## src/design/lhe_sat_add.sv

```systemverilog
// ----------------------------------------------------------------------------
// lhe_sat_add
// shared 64-bit saturating adder used by every counter update
// ----------------------------------------------------------------------------
`timescale 1ns / 1ps
`default_nettype none

module lhe_sat_add (
  input  logic [63:0] a,
  input  logic [63:0] b,
  output logic [63:0] sum,
  output logic        sat
);

  logic [64:0] full;

  assign full = {1'b0, a} + {1'b0, b};
  assign sat  = full[64];
  assign sum  = full[64] ? '1 : full[63:0];

endmodule

`default_nettype wire

```

## config.mk

```make
export PLATFORM = sky130hd
export DESIGN_NAME = lhe_sat_add
export DESIGN_NICKNAME = d
export VERILOG_FILES = /design/src/design/lhe_sat_add.sv
export SDC_FILE = /design/constraint.sdc
export NUM_CORES = 1
export LEC_CHECK = 0
export ABC_AREA = 1
export BUFFER_PORTS_ARGS = -buffer_cell sky130_fd_sc_hd__clkbuf_2
export CAP_MARGIN = 20
export CELL_PAD_IN_SITES_DETAIL_PLACEMENT = 1
export CELL_PAD_IN_SITES_GLOBAL_PLACEMENT = 1
export CORE_MARGIN = 2
export CORE_UTILIZATION = 34
export DETAILED_ROUTE_END_ITERATION = 7
export PLACE_DENSITY = 0.95
export SETUP_SLACK_MARGIN = 0.3
export SLEW_MARGIN = 20
export SYNTH_ARGS = -nofsm -noshare
export SYNTH_HDL_FRONTEND = slang
export SYNTH_SLANG_ARGS = --single-unit
```

## constraint.sdc

```tcl
create_clock -name vclk -period 2.5
set_clock_uncertainty 0.15 [all_clocks]
set_input_delay 0 -clock vclk [all_inputs]
set_output_delay 0 -clock vclk [all_outputs]
set_load 0.05 [all_outputs]
```

==> flow_metrics.tcl <==
set metrics [dict create \
    cap_violations 0 \
    rsz0062_at_grt "yes" \
    grt_pass1_vias 9582 \
    num_rows 50 \
    ant_nets 0 \
    hold_violations 0 \
    period_minus_slack_ps 2300 \
    yosys_warnings 0 \
    vias_per_cell 5.15 \
    antennaDiodeCount 0 \
    holdCritPathClass "input port to output pin" \
    netlist_area_um2 6480 \
    numPortBuffers 193 \
    ys_seq_area_share_pct 0 \
    place_inst 1830 \
    final_cells 1842 \
    wl_per_cell_um 19.4 \
    synth_area_per_cell_um2 4.64 \
    coreArea_um2 18700 \
    clock_buffers 0 \
    max_freq_mhz 435 \
    route.detailed.drc 0 \
    critPathTopFamily "simple AND/OR/NAND/NOR gates" \
    grt_usage_pct 31.1 \
    leakage_nw 5.87 \
    antenna_found_initial 0 \
    preCtsSetupSlack_ps 50.8 \
    slowest_delay_ps 430 \
    finalCritPeriodShare_pct 92.0 \
    area_growth_pct 41.4 \
    overflow 0 \
    slew_headroom_pct 77.1 \
    post-dp-hpwl_mm 28.5 \
    regArea_um2 0 \
    grt_max_degree 29 \
    globalplace.congestion 1.01 \
    worst-slew-pin-transition_ps 344 \
    synthesis.nets 1591 \
    io_pins 193 \
    hp-start "b[0]" \
    slew_violations 0 \
    path_buf_inv 4 \
    die_w_um 142 \
    final_nets 1803 \
    status "finished, final reports clean" \
    via_count 9492 \
    drt_iter0_markers 588 \
    drive_gt1_share_pct 23.9 \
    drtPass1Iterations 5 \
    hold_depth 5 \
    die_h_um 142 \
    cp.arrival_ps 2150 \
    n_fill_cell 2769 \
    postCtsHoldBufs 0 \
    slowest_stage "ha_2" \
    postRouteWirelength_mm 35.7 \
    die-area_um2 20200 \
    path_max_fanout 9 \
    endpoint_kind "output pin" \
    nFlopsAndLatches 0 \
    powerDensity_nw_per_um2 376 \
    required_ps 2350 \
    holdPathEnd "sum[0]" \
    crit_type "input port to output pin" \
    fin_ws_ps 200 \
    finalSetupViolCount 0 \
    crit_chain "clkbuf_2 > ha_2 > nand2_4 > nor2_2 > nand2_1 > nor2_2 > nand2_2 > nand2_4 > a21oi_4 > buf_12 > buf_16 > nand2_1 > clkbuf_4" \
    ir_drop_uv 204 \
    syn_inst 1398 \
    cp-start-kind "input port" \
    grt_pass1_wl_mm 49.2 \
    initial_core_util_pct 34.7 \
    tns_ps 0 \
    synth.distinct_cells 28 \
]
placed cells by master (no fill, tap or decap), types with 10 or more instances in the layout:
cell type | Yosys | final
nor2_1 | 109 | 86
ha_4 | 0 | 22
nand2_1 | 630 | 610
ha_1 | 64 | 13
clkbuf_4 | 0 | 10
nand4_1 | 19 | 19
buf_8 | 1 | 11
a21oi_1 | 38 | 31
nand2_2 | 15 | 30
nand3_1 | 73 | 58
clkbuf_2 | 0 | 126
inv_1 | 352 | 352
nor2_2 | 4 | 22
buf_4 | 0 | 17
nand3_2 | 21 | 34
ha_2 | 0 | 29
clkbuf_8 | 0 | 41
xor2_1 | 27 | 27
routing by layer:
metal  up-vias  routed length, µm  global-route usage [%]  share of wire [%]
met5         -                  0                       0                  0
met4         0               1600                    12.3                4.5
met3        97               2300                    3.63                6.5
met2       416              17800                    58.3                 50
met1      4428              14000                    35.7                 39
li1       4551                  -                       -                  -
cell families after synthesis:
kind of cell    count (synthesis)  share of synthesized area, %
xor+xnor                       28                          3.78
buf+inv                       364                          22.0
fa+ha+maj                      65                          12.7
simple gates                  897                          58.0
compound gates                 44                          3.55
synth_stat cells:
cell type	count	area (µm²)
fa_1	1	20.0
inv_1	352	1320
o21bai_1	1	7.51
xnor2_1	1	8.76
buf_6	4	45.0
nor2_4	2	22.5
buf_2	1	5.00
xor2_1	27	236
and2_1	4	25.0
clkinv_1	2	7.51
buf_12	1	20.0
nor2_1	109	409
nor4_4	1	21.3
nand2_2	15	93.8
a21oi_2	2	17.5
nand3_1	73	365
nor4_1	5	31.3
nand4_1	19	119
and3_1	5	31.3
buf_8	1	15.0
a21oi_1	38	190
nand3_2	21	210
nand2_1	630	2360
nor2_2	4	25.0
nor3_1	9	45.0
o21ai_0	3	15.0
ha_1	64	801
inv_2	3	11.3
what timing repair did:
action,in CTS,in global routing
gates resized for setup,144,149
pin swaps,1,5
gates cloned,2,4
setup buffers,2,4
endpoints found under the setup margin,65,65
how the worst max path moves through the flow:
| stage | from | to | slack, ps | depth (start not counted) |
|---|---|---|---|---|
| 2_1_floorplan | a[0] | sum[2] | 300 | 13 |
| 3_3_place_gp | a[0] | sum[32] | 140 | 15 |
| 3_5_place_dp | a[0] | sum[49] | 50 | 15 |
| 4_1_cts | a[0] | sum[54] | 230 | 16 |
| 5_1_grt | b[28] | sum[25] | 150 | 13 |
| 6_report | b[22] | sum[25] | 200 | 13 |
power breakdown:
| part | internal [mW] | switching [mW] | leakage (nW) |
|---|---|---|---|
| clock network | 0 | 0 | 0 |
| logic | 1.21 | 2.24 | 5.87 |
| registers | 0 | 0 | 0 |
| total | 1.21 | 2.24 | 5.87 |
final cells by class:
type	instances	area (µm²)	area share, %
multi-input combinational	1034	5710	62.2
timing repair buffer	217	1830	19.9
inverter	357	1340	14.6
tap	234	293	3.19
per-stage QoR:
| step | area (µm²) | util (%) | hold WS (ps) | power [mW] |
|---|---|---|---|---|
| 2_1_floorplan | 6480 | - | 310 | 1.92 |
| 3_3_place_gp | 7790 | 41.7 | 373 | 2.69 |
| 3_5_place_dp | 7790 | 41.7 | 403 | 2.75 |
| 4_1_cts | 8440 | 45.1 | 334 | 3.10 |
| 5_1_grt | 9170 | 49.0 | 332 | 3.64 |
| 6_report | 9170 | 49.0 | 317 | 3.45 |
tightest hold or removal path, cell delays in order:
cell	delay [ps]
buf_6	70
ha_4	110
inv_1	30
nand2_1	70
clkbuf_8	180
Note: power is estimated with default switching activity, not from simulation.
